$ cat src/design/lpg_pkg.sv
// ----------------------------------------------------------------------------
// lpg_pkg
// Shared constants and controller/datapath interface types for the
// lexicographic permutation generator.
// ----------------------------------------------------------------------------
package lpg_pkg;

    localparam int LPG_MAX_LEN_DEF = 8;   // default built maximum length
    localparam int LPG_LEN_W       = 4;   // width of the length register
    localparam int LPG_LEN_RESET   = 8;   // length register after reset
    localparam int LPG_WORD_W      = 24;  // packed permutation width
    localparam int LPG_PACK_BITS   = 3;   // bits per packed position
    localparam int LPG_PACK_POS    = LPG_WORD_W / LPG_PACK_BITS;

    // commands from controller to datapath
    typedef struct packed {
        logic load_ident;  // identity into the order, mark started
        logic scan_init;   // clear scan index and pivot flag
        logic scan_step;   // examine one position of the order
        logic swap;        // exchange pivot and partner, set up reversal
        logic rev_rd;      // fetch the low element of a reversal pair
        logic rev_wr;      // exchange the reversal pair
        logic emit;        // load the result registers
    } t_cmd;

    // status from datapath to controller
    typedef struct packed {
        logic started;
        logic scan_last;
        logic found;
        logic rev_more;
    } t_status;

endpackage

$ cat src/design/lpg_ctrl.sv
// ----------------------------------------------------------------------------
// lpg_ctrl
// Sequencer for the permutation generator: input/output handshakes and the
// scan, swap and reversal steps issued to the datapath.
// ----------------------------------------------------------------------------
module lpg_ctrl (
    input  logic             i_clk,
    input  logic             i_rst_n,
    input  logic             i_in_valid,
    output logic             o_in_stall,
    input  logic             i_restart,
    output logic             o_out_valid,
    input  logic             i_out_stall,
    input  lpg_pkg::t_status i_status,
    output lpg_pkg::t_cmd    o_cmd
);
    import lpg_pkg::*;

    typedef enum logic [2:0] {
        S_IDLE,
        S_SCAN,
        S_SWAP,
        S_REV_RD,
        S_REV_WR,
        S_EMIT
    } t_state;

    t_state r_state;
    logic   r_out_valid;
    logic   w_out_free;

    assign w_out_free  = !r_out_valid || !i_out_stall;
    assign o_in_stall  = (r_state != S_IDLE);
    assign o_out_valid = r_out_valid;

    always_comb begin
        o_cmd = '0;
        case (r_state)
            S_IDLE: begin
                if (i_in_valid) begin
                    if (i_restart || !i_status.started) begin
                        o_cmd.load_ident = 1'b1;
                    end else begin
                        o_cmd.scan_init = 1'b1;
                    end
                end
            end
            S_SCAN: begin
                o_cmd.scan_step = 1'b1;
            end
            S_SWAP: begin
                // no ascent anywhere: last permutation, wrap to identity
                if (i_status.found) begin
                    o_cmd.swap = 1'b1;
                end else begin
                    o_cmd.load_ident = 1'b1;
                end
            end
            S_REV_RD: begin
                o_cmd.rev_rd = i_status.rev_more;
            end
            S_REV_WR: begin
                o_cmd.rev_wr = 1'b1;
            end
            S_EMIT: begin
                o_cmd.emit = w_out_free;
            end
            default: begin
            end
        endcase
    end

    always_ff @(posedge i_clk) begin
        if (!i_rst_n) begin
            r_state     <= S_IDLE;
            r_out_valid <= 1'b0;
        end else begin
            if (o_cmd.emit) begin
                r_out_valid <= 1'b1;
            end else if (!i_out_stall) begin
                r_out_valid <= 1'b0;
            end
            case (r_state)
                S_IDLE: begin
                    if (i_in_valid) begin
                        if (i_restart || !i_status.started) begin
                            r_state <= S_EMIT;
                        end else begin
                            r_state <= S_SCAN;
                        end
                    end
                end
                S_SCAN: begin
                    if (i_status.scan_last) begin
                        r_state <= S_SWAP;
                    end
                end
                S_SWAP: begin
                    r_state <= i_status.found ? S_REV_RD : S_EMIT;
                end
                S_REV_RD: begin
                    r_state <= i_status.rev_more ? S_REV_WR : S_EMIT;
                end
                S_REV_WR: begin
                    r_state <= S_REV_RD;
                end
                S_EMIT: begin
                    if (w_out_free) begin
                        r_state <= S_IDLE;
                    end
                end
                default: begin
                    r_state <= S_IDLE;
                end
            endcase
        end
    end

    a_accept_busy: assert property (@(posedge i_clk) disable iff (!i_rst_n)
        (i_in_valid && !o_in_stall) |=> o_in_stall)
        else $error("controller stayed idle after taking an item");

    a_valid_from_emit: assert property (@(posedge i_clk) disable iff (!i_rst_n)
        $rose(o_out_valid) |-> ($past(r_state) == S_EMIT))
        else $error("result raised outside the emit step");

    a_emit_shows: assert property (@(posedge i_clk) disable iff (!i_rst_n)
        o_cmd.emit |=> o_out_valid)
        else $error("emitted result not presented");

endmodule

$ cat src/design/lpg_datapath.sv
// ----------------------------------------------------------------------------
// lpg_datapath
// Holds the current order and the length; scans for pivot and partner,
// swaps them, reverses the suffix and packs the result.
// ----------------------------------------------------------------------------
module lpg_datapath #(
    parameter int MAX_LEN = lpg_pkg::LPG_MAX_LEN_DEF
) (
    input  logic                            i_clk,
    input  logic                            i_rst_n,
    input  logic                            i_cfg_wr_en,
    input  logic [lpg_pkg::LPG_LEN_W-1:0]   i_cfg_wr_data,
    input  lpg_pkg::t_cmd                   i_cmd,
    output lpg_pkg::t_status                o_status,
    output logic [lpg_pkg::LPG_WORD_W-1:0]  o_permutation_word,
    output logic                            o_final_one
);
    import lpg_pkg::*;

    localparam int IW     = $clog2(MAX_LEN);
    localparam int LW     = $clog2(MAX_LEN + 1);
    localparam int PACK_N = (MAX_LEN < LPG_PACK_POS) ? MAX_LEN : LPG_PACK_POS;

    typedef logic [IW-1:0] t_elem;

    function automatic logic [LW-1:0] eff_len(input logic [LPG_LEN_W-1:0] v);
        int unsigned t;
        t = 32'(v);
        if (t == 0) t = 1;
        if (t > unsigned'(MAX_LEN)) t = unsigned'(MAX_LEN);
        return LW'(t);
    endfunction

    t_elem r_ord [MAX_LEN];
    t_elem n_ord [MAX_LEN];
    logic [LW-1:0] r_len, n_len;
    logic          r_started, n_started;

    t_elem r_idx, n_idx;
    t_elem r_prev, n_prev;
    logic  r_found, n_found;
    t_elem r_p, n_p;
    t_elem r_pval, n_pval;
    t_elem r_q, n_q;
    t_elem r_qval, n_qval;
    t_elem r_lo, n_lo;
    t_elem r_hi, n_hi;
    t_elem r_tmp, n_tmp;
    logic [LPG_WORD_W-1:0] r_word, n_word;
    logic                  r_final, n_final;

    t_elem w_rd_addr;
    t_elem w_rd;

    // single read port into the order
    assign w_rd_addr = i_cmd.rev_wr ? r_hi : (i_cmd.rev_rd ? r_lo : r_idx);
    assign w_rd      = r_ord[w_rd_addr];

    assign o_status.started   = r_started;
    assign o_status.scan_last = (LW'(r_idx) == r_len - 1'b1);
    assign o_status.found     = r_found;
    assign o_status.rev_more  = (r_lo < r_hi);

    assign o_permutation_word = r_word;
    assign o_final_one        = r_final;

    always_comb begin
        n_ord     = r_ord;
        n_len     = r_len;
        n_started = r_started;
        n_idx     = r_idx;
        n_prev    = r_prev;
        n_found   = r_found;
        n_p       = r_p;
        n_pval    = r_pval;
        n_q       = r_q;
        n_qval    = r_qval;
        n_lo      = r_lo;
        n_hi      = r_hi;
        n_tmp     = r_tmp;
        n_word    = r_word;
        n_final   = r_final;

        if (i_cfg_wr_en) begin
            n_len     = eff_len(i_cfg_wr_data);
            n_started = 1'b0;
            for (int k = 0; k < MAX_LEN; k++) n_ord[k] = IW'(k);
        end

        if (i_cmd.load_ident) begin
            n_started = 1'b1;
            for (int k = 0; k < MAX_LEN; k++) n_ord[k] = IW'(k);
        end

        if (i_cmd.scan_init) begin
            n_idx   = '0;
            n_found = 1'b0;
        end

        // Track the rightmost ascent as pivot; the suffix after it is
        // descending, so the partner is the last element above the pivot.
        if (i_cmd.scan_step) begin
            n_prev = w_rd;
            n_idx  = r_idx + 1'b1;
            if (r_idx != '0 && r_prev < w_rd) begin
                n_found = 1'b1;
                n_p     = r_idx - 1'b1;
                n_pval  = r_prev;
                n_q     = r_idx;
                n_qval  = w_rd;
            end else if (r_found && w_rd > r_pval) begin
                n_q    = r_idx;
                n_qval = w_rd;
            end
        end

        if (i_cmd.swap) begin
            n_ord[r_p] = r_qval;
            n_ord[r_q] = r_pval;
            n_lo       = r_p + 1'b1;
            n_hi       = IW'(r_len - 1'b1);
        end

        if (i_cmd.rev_rd) begin
            n_tmp = w_rd;
        end

        if (i_cmd.rev_wr) begin
            n_ord[r_lo] = w_rd;
            n_ord[r_hi] = r_tmp;
            n_lo        = r_lo + 1'b1;
            n_hi        = r_hi - 1'b1;
        end

        if (i_cmd.emit) begin
            n_word  = '0;
            n_final = 1'b1;
            for (int k = 0; k < PACK_N; k++) begin
                if (LW'(k) < r_len) begin
                    n_word[LPG_PACK_BITS*k +: LPG_PACK_BITS] = LPG_PACK_BITS'(r_ord[k]);
                end
            end
            for (int k = 0; k < MAX_LEN - 1; k++) begin
                if (LW'(k + 1) < r_len && r_ord[k] < r_ord[k+1]) begin
                    n_final = 1'b0;
                end
            end
        end
    end

    always_ff @(posedge i_clk) begin
        if (!i_rst_n) begin
            r_len     <= eff_len(LPG_LEN_W'(LPG_LEN_RESET));
            r_started <= 1'b0;
            for (int k = 0; k < MAX_LEN; k++) r_ord[k] <= IW'(k);
        end else begin
            r_len     <= n_len;
            r_started <= n_started;
            r_ord     <= n_ord;
        end
    end

    always_ff @(posedge i_clk) begin
        r_idx   <= n_idx;
        r_prev  <= n_prev;
        r_found <= n_found;
        r_p     <= n_p;
        r_pval  <= n_pval;
        r_q     <= n_q;
        r_qval  <= n_qval;
        r_lo    <= n_lo;
        r_hi    <= n_hi;
        r_tmp   <= n_tmp;
        r_word  <= n_word;
        r_final <= n_final;
    end

    a_scan_in_range: assert property (@(posedge i_clk) disable iff (!i_rst_n)
        i_cmd.scan_step |-> (LW'(r_idx) < r_len))
        else $error("scan ran past the configured length");

    a_swap_order: assert property (@(posedge i_clk) disable iff (!i_rst_n)
        i_cmd.swap |-> (r_found && r_q > r_p))
        else $error("swap without a valid pivot and partner");

    a_rev_pair: assert property (@(posedge i_clk) disable iff (!i_rst_n)
        i_cmd.rev_wr |-> (r_lo < r_hi))
        else $error("reversal exchange on a crossed pair");

endmodule

$ cat src/design/lexicographic_permutation_generator.sv
// ----------------------------------------------------------------------------
// lexicographic_permutation_generator
// Steps through every permutation of 0..n-1 in lexicographic order, one
// permutation per request item.
// ----------------------------------------------------------------------------
// Usage:
//   Input channel: i_in_valid / o_in_stall with i_restart. restart=1 gives the
//   identity; restart=0 gives the permutation after the current one. The
//   first item after reset or after a length write always gives the identity.
//   Output channel: o_out_valid / i_out_stall with o_permutation_word (3 bits
//   per position, position 0 lowest, positions beyond n zero) and
//   o_final_one (set on the descending permutation; the next item wraps).
//   Length: i_cfg_wr_en / i_cfg_wr_data; the user must write it only while
//   idle, as the block does not enforce it. 0 acts as 1, values above
//   MAX_LEN act as MAX_LEN. Reset value 8. An identity item loads the
//   identity, then the output register. An advance item scans the n
//   positions, swaps pivot and partner, then alternates a read and an
//   exchange per suffix pair, with a last check, and loads the output. The
//   wrap after the descending permutation scans, loads the identity in the
//   swap step and loads the output. One item at a time; the next is taken at
//   the edge its predecessor's result can first leave. A stalled result holds
//   the block in its output step and stops input until the register frees.
//   Reset: length 8, identity order, output empty.
// ----------------------------------------------------------------------------
module lexicographic_permutation_generator #(
    parameter int MAX_LEN = lpg_pkg::LPG_MAX_LEN_DEF
) (
    input  logic                            i_clk,
    input  logic                            i_rst_n,
    input  logic                            i_cfg_wr_en,
    input  logic [lpg_pkg::LPG_LEN_W-1:0]   i_cfg_wr_data,
    input  logic                            i_in_valid,
    output logic                            o_in_stall,
    input  logic                            i_restart,
    output logic                            o_out_valid,
    input  logic                            i_out_stall,
    output logic [lpg_pkg::LPG_WORD_W-1:0]  o_permutation_word,
    output logic                            o_final_one
);
    import lpg_pkg::*;

    t_cmd    w_cmd;
    t_status w_status;

    lpg_ctrl u_ctrl (
        .i_clk       (i_clk),
        .i_rst_n     (i_rst_n),
        .i_in_valid  (i_in_valid),
        .o_in_stall  (o_in_stall),
        .i_restart   (i_restart),
        .o_out_valid (o_out_valid),
        .i_out_stall (i_out_stall),
        .i_status    (w_status),
        .o_cmd       (w_cmd)
    );

    lpg_datapath #(
        .MAX_LEN (MAX_LEN)
    ) u_datapath (
        .i_clk              (i_clk),
        .i_rst_n            (i_rst_n),
        .i_cfg_wr_en        (i_cfg_wr_en),
        .i_cfg_wr_data      (i_cfg_wr_data),
        .i_cmd              (w_cmd),
        .o_status           (w_status),
        .o_permutation_word (o_permutation_word),
        .o_final_one        (o_final_one)
    );

endmodule
$ cat config.mk
export PLATFORM = sky130hd
export DESIGN_NAME = lexicographic_permutation_generator
export DESIGN_NICKNAME = d
export VERILOG_FILES = /design/src/design/lpg_pkg.sv /design/src/design/lpg_ctrl.sv /design/src/design/lpg_datapath.sv /design/src/design/lexicographic_permutation_generator.sv
export SDC_FILE = /design/constraint.sdc
export NUM_CORES = 1
export LEC_CHECK = 0
export BUFFER_PORTS_ARGS = -buffer_cell sky130_fd_sc_hd__buf_2
export CAP_MARGIN = 20
export CORE_MARGIN = 2
export CORE_UTILIZATION = 40
export CTS_CLUSTER_DIAMETER = 50
export CTS_CLUSTER_SIZE = 28
export DETAILED_ROUTE_END_ITERATION = 7
export PLACE_DENSITY = 0.56
export SKIP_LAST_GASP = 1
export SLEW_MARGIN = 20
export SYNTH_ARGS = -nofsm -noshare
export SYNTH_HDL_FRONTEND = slang
export SYNTH_SLANG_ARGS = --single-unit
$ cat constraint.sdc
create_clock -name i_clk -period 5.3 [get_ports i_clk]
set_input_delay 0.795 -clock i_clk [delete_from_list [all_inputs] [get_ports i_clk]]
set_output_delay 0.795 -clock i_clk [all_outputs]
set_load 0.005 [all_outputs]
==> flow_metrics.py <==
metrics = {
    "status": {
        "outcome": "completed",
    },
    "cts": {
        "cts_buffers": 9,
        "post_cts_buffers": 0,
        "cts.sinks": 86,
        "clk_pin_slew_worst_paths_ns": 0.06,
        "clock_latency_ns": 0.36,
        "cts-hold-fix-buffers": 0,
        "cts-root-buf": "clkbuf_16",
        "cts_tree": "built",
        "htreeDepth": 3,
        "clockBufferDepth": 2,
        "cts_repair_resize_count": 0,
    },
    "cells_and_area": {
        "final_cells": 811,
        "nets": 669,
        "diodes": 0,
        "synthToLayoutAreaGrowth_pct": 11.0,
        "drive_above_1_share": 0.137,
    },
    "floorplanning": {
        "fp.dieW_um": 122,
        "die-area_um2": 14800,
        "io_pins": 37,
        "dieHeight_um": 122,
        "coreArea_um2": 13300,
        "rows": 42,
        "initial_utilization": 0.414,
    },
    "critical_path": {
        "cp_max_fo": 10,
        "required_ns": 5.30,
        "worstPathArrival_ns": 4.27,
        "setup.worst_path.end_class": "register",
        "cp-start-kind": "register",
        "critPathKind": "reg2reg",
    },
    "place": {
        "dpl.cell_count": 795,
        "globalplace.congestion": 0.940,
        "dp_hpwl_um": 12800,
        "port_buffers": 36,
    },
    "detailed_routing": {
        "vias": 4899,
        "wire_per_inst_um": 21.1,
        "drt_iter0_drc": 521,
        "first_pass_iters": 5,
        "drcViolationCount": 0,
        "ant_nets": 0,
        "drt_wl_total_um": 17100,
        "via_per_inst": 6.04,
    },
    "yosys": {
        "synth_edf_count": 52,
        "yosysSeqAreaShare": 0.406,
        "synthTopCellsByArea": "edfxtp_1 28%, dfxtp_1 12%, ha_1 6.6%",
        "ys_ff_latch": 86,
        "yosysUniqueCellTypes": 71,
        "syn_inst": 609,
        "synth_top_flop_cell": "edfxtp_1",
        "synth.most_common_cell": "nand2_1",
        "synth_top_area_frac": 0.283,
        "synth_largest_area_cell": "edfxtp_1",
        "ys_warn_count": 0,
        "netlist_area_um2": 5530,
        "syn-num-nets": 648,
        "ys_async_sr_fraction": 0,
        "avgSynthCellArea_um2": 9.07,
        "synth_common_cells": "53 x nand2_1, 52 x edfxtp_1, 50 x a21oi_1, 46 x nor2_1, 37 x o21ai_0",
    },
    "sta": {
        "fin_crit_sh": 0.806,
        "relSlewSlack": 0.311,
        "rsz0062_at_grt": "false",
        "setup_tns_ns": 0,
        "fmax_ghz": 0.234,
        "worst_slew_pin_slew_ns": 1.03,
        "hold_viol_final": 0,
        "drv_slew": 0,
        "finalSetupViolations": 0,
        "finalCriticalPeriod_ns": 4.27,
        "finClkSkew_ns": 0.0115,
    },
    "grt": {
        "grt_first_pass_wirelength_um": 26500,
        "grt_max_degree": 35,
        "grt_pass1_vias": 4635,
        "antenna_found_initial": 0,
        "grt.total_usage": 0.242,
        "globalRouteOverflowTotal": 0,
    },
    "worst_hold_path": {
        "hold_path_class": "reg2reg",
    },
    "pwr": {
        "power_density_nw_per_um2": 545,
        "p_total_w": 0.00334,
        "ir_drop_uv": 359,
        "leakagePower_nw": 2.37,
    },
    "flow_run": {
        "cap_viol_max_count": 0,
    },
}
[metal layers]
| metal | wire length (um) | vias to the layer above | global-route usage |
|---|---|---|---|
| li1 | - | 2281 | - |
| met4 | 652 | 0 | 0.111 |
| met5 | 0 | - | 0 |
| met1 | 7720 | 2347 | 0.336 |
| met2 | 7500 | 234 | 0.363 |
| met3 | 1220 | 37 | 0.0520 |
[kinds of logic after synthesis]
logic type | after synthesis | synth area share
AOI/OAI and AO/OA | 198 | 0.240
xor gates and xnor gates | 7 | 0.0111
adders and majority gates | 29 | 0.0657
buffers and inverters | 68 | 0.0480
DFF | 86 | 0.406
muxes | 19 | 0.0407
and+or+nand+nor | 202 | 0.189
[report_power, final]
part	internal, W	leakage, nW	switching [W]	total (W)
sequential	0.000952	0.750	0.000279	0.00123
clock	0.000367	0.136	0.000277	0.000643
combinational	0.000544	1.49	0.000922	0.00147
total	0.00186	2.37	0.00148	0.00334
[area by class of cell]
class                   instances  area [um^2]
clock buffers                  11          233
clock inverters                 5         58.8
fillers                      1305         7210
inverters                      37          139
multi-input cells             455         3020
flip-flops and latches         86         2240
well taps                     176          220
repair buffers                 41          218
[cell usage in the layout, fill, tap and decap left out, types with 3 or more instances in the layout]
| master | netlist | layout |
|---|---|---|
| a211oi_1 | 3 | 3 |
| a21boi_0 | 6 | 6 |
| a21o_1 | 17 | 17 |
| a21oi_1 | 50 | 49 |
| a221oi_1 | 5 | 5 |
| a221oi_2 | 5 | 5 |
| a22oi_1 | 3 | 3 |
| a31oi_1 | 4 | 4 |
| and2_1 | 8 | 8 |
| buf_2 | 8 | 36 |
| buf_4 | 0 | 5 |
| clkbuf_16 | 0 | 9 |
| dfxtp_1 | 34 | 34 |
| edfxtp_1 | 52 | 52 |
| ha_1 | 29 | 29 |
| inv_1 | 36 | 36 |
| mux2i_1 | 14 | 14 |
| nand2_1 | 53 | 53 |
| nand2b_1 | 17 | 17 |
| nand3_1 | 22 | 22 |
| nand3b_1 | 4 | 4 |
| nand4_1 | 5 | 5 |
| nor2_1 | 46 | 46 |
| nor2b_1 | 13 | 13 |
| nor3_1 | 10 | 10 |
| nor3b_1 | 3 | 3 |
| o211a_1 | 3 | 3 |
| o211ai_1 | 3 | 3 |
| o21a_1 | 4 | 4 |
| o21ai_0 | 37 | 37 |
| o21ai_1 | 9 | 9 |
| o22ai_1 | 26 | 26 |
| o31ai_1 | 4 | 4 |
| or3_1 | 5 | 5 |
| or3b_2 | 3 | 3 |
| xnor2_1 | 3 | 3 |
| xor2_1 | 4 | 4 |
[critical path, cell delays in order (launching register included)]
cell      delay, ns
edfxtp_1       0.50
inv_1          0.17
ha_1           0.36
a21oi_2        0.22
o21ai_4        0.12
nor2_2         0.37
mux2_4         0.40
mux2i_2        0.25
mux2i_4        0.09
buf_4          0.20
ha_1           0.31
a221oi_1       0.26
nand2_1        0.10
a21o_1         0.16
o31a_1         0.12
o21ai_1        0.28
[path summary, 6_finish.rpt]
check | from | slack, ns | cells past startpoint | endpoint
max | u_datapath.r_hi[2]$_DFFE_PP_ | 1.03 | 15 | u_datapath.r_q[1]$_DFFE_PP_
min | u_datapath.r_prev[0]$_DFFE_PP_ | 0.47 | 0 | u_datapath.r_pval[0]$_DFFE_PP_
max reg2reg | u_datapath.r_hi[2]$_DFFE_PP_ | 1.03 | 15 | u_datapath.r_q[1]$_DFFE_PP_
min reg2reg | u_datapath.r_prev[0]$_DFFE_PP_ | 0.47 | 0 | u_datapath.r_pval[0]$_DFFE_PP_
[sequential cells by signal, indices dropped and copies added, names as in the netlist]
register	cells
u_ctrl.o_out_valid	1
u_ctrl.r_state	3
u_datapath.o_final_one	1
u_datapath.o_permutation_word	24
u_datapath.r_found	1
u_datapath.r_hi	3
u_datapath.r_idx	3
u_datapath.r_len	4
u_datapath.r_lo	3
u_datapath.r_ord	24
u_datapath.r_p	3
u_datapath.r_prev	3
u_datapath.r_pval	3
u_datapath.r_q	3
u_datapath.r_qval	3
u_datapath.r_started	1
u_datapath.r_tmp	3
[stage by stage]
step | area (um^2) | util | worst slack [ns] | hold slack (ns)
2_1_floorplan | 5530 | - | 1.47 | 0.424
3_3_place_gp | 5840 | 0.438 | 1.21 | 0.459
3_5_place_dp | 5840 | 0.438 | 1.08 | 0.455
4_1_cts | 6130 | 0.460 | 1.06 | 0.471
5_1_grt | 6130 | 0.460 | 0.741 | 0.489
6_report | 6130 | 0.460 | 1.03 | 0.470
(Power assumes the default switching activity.)
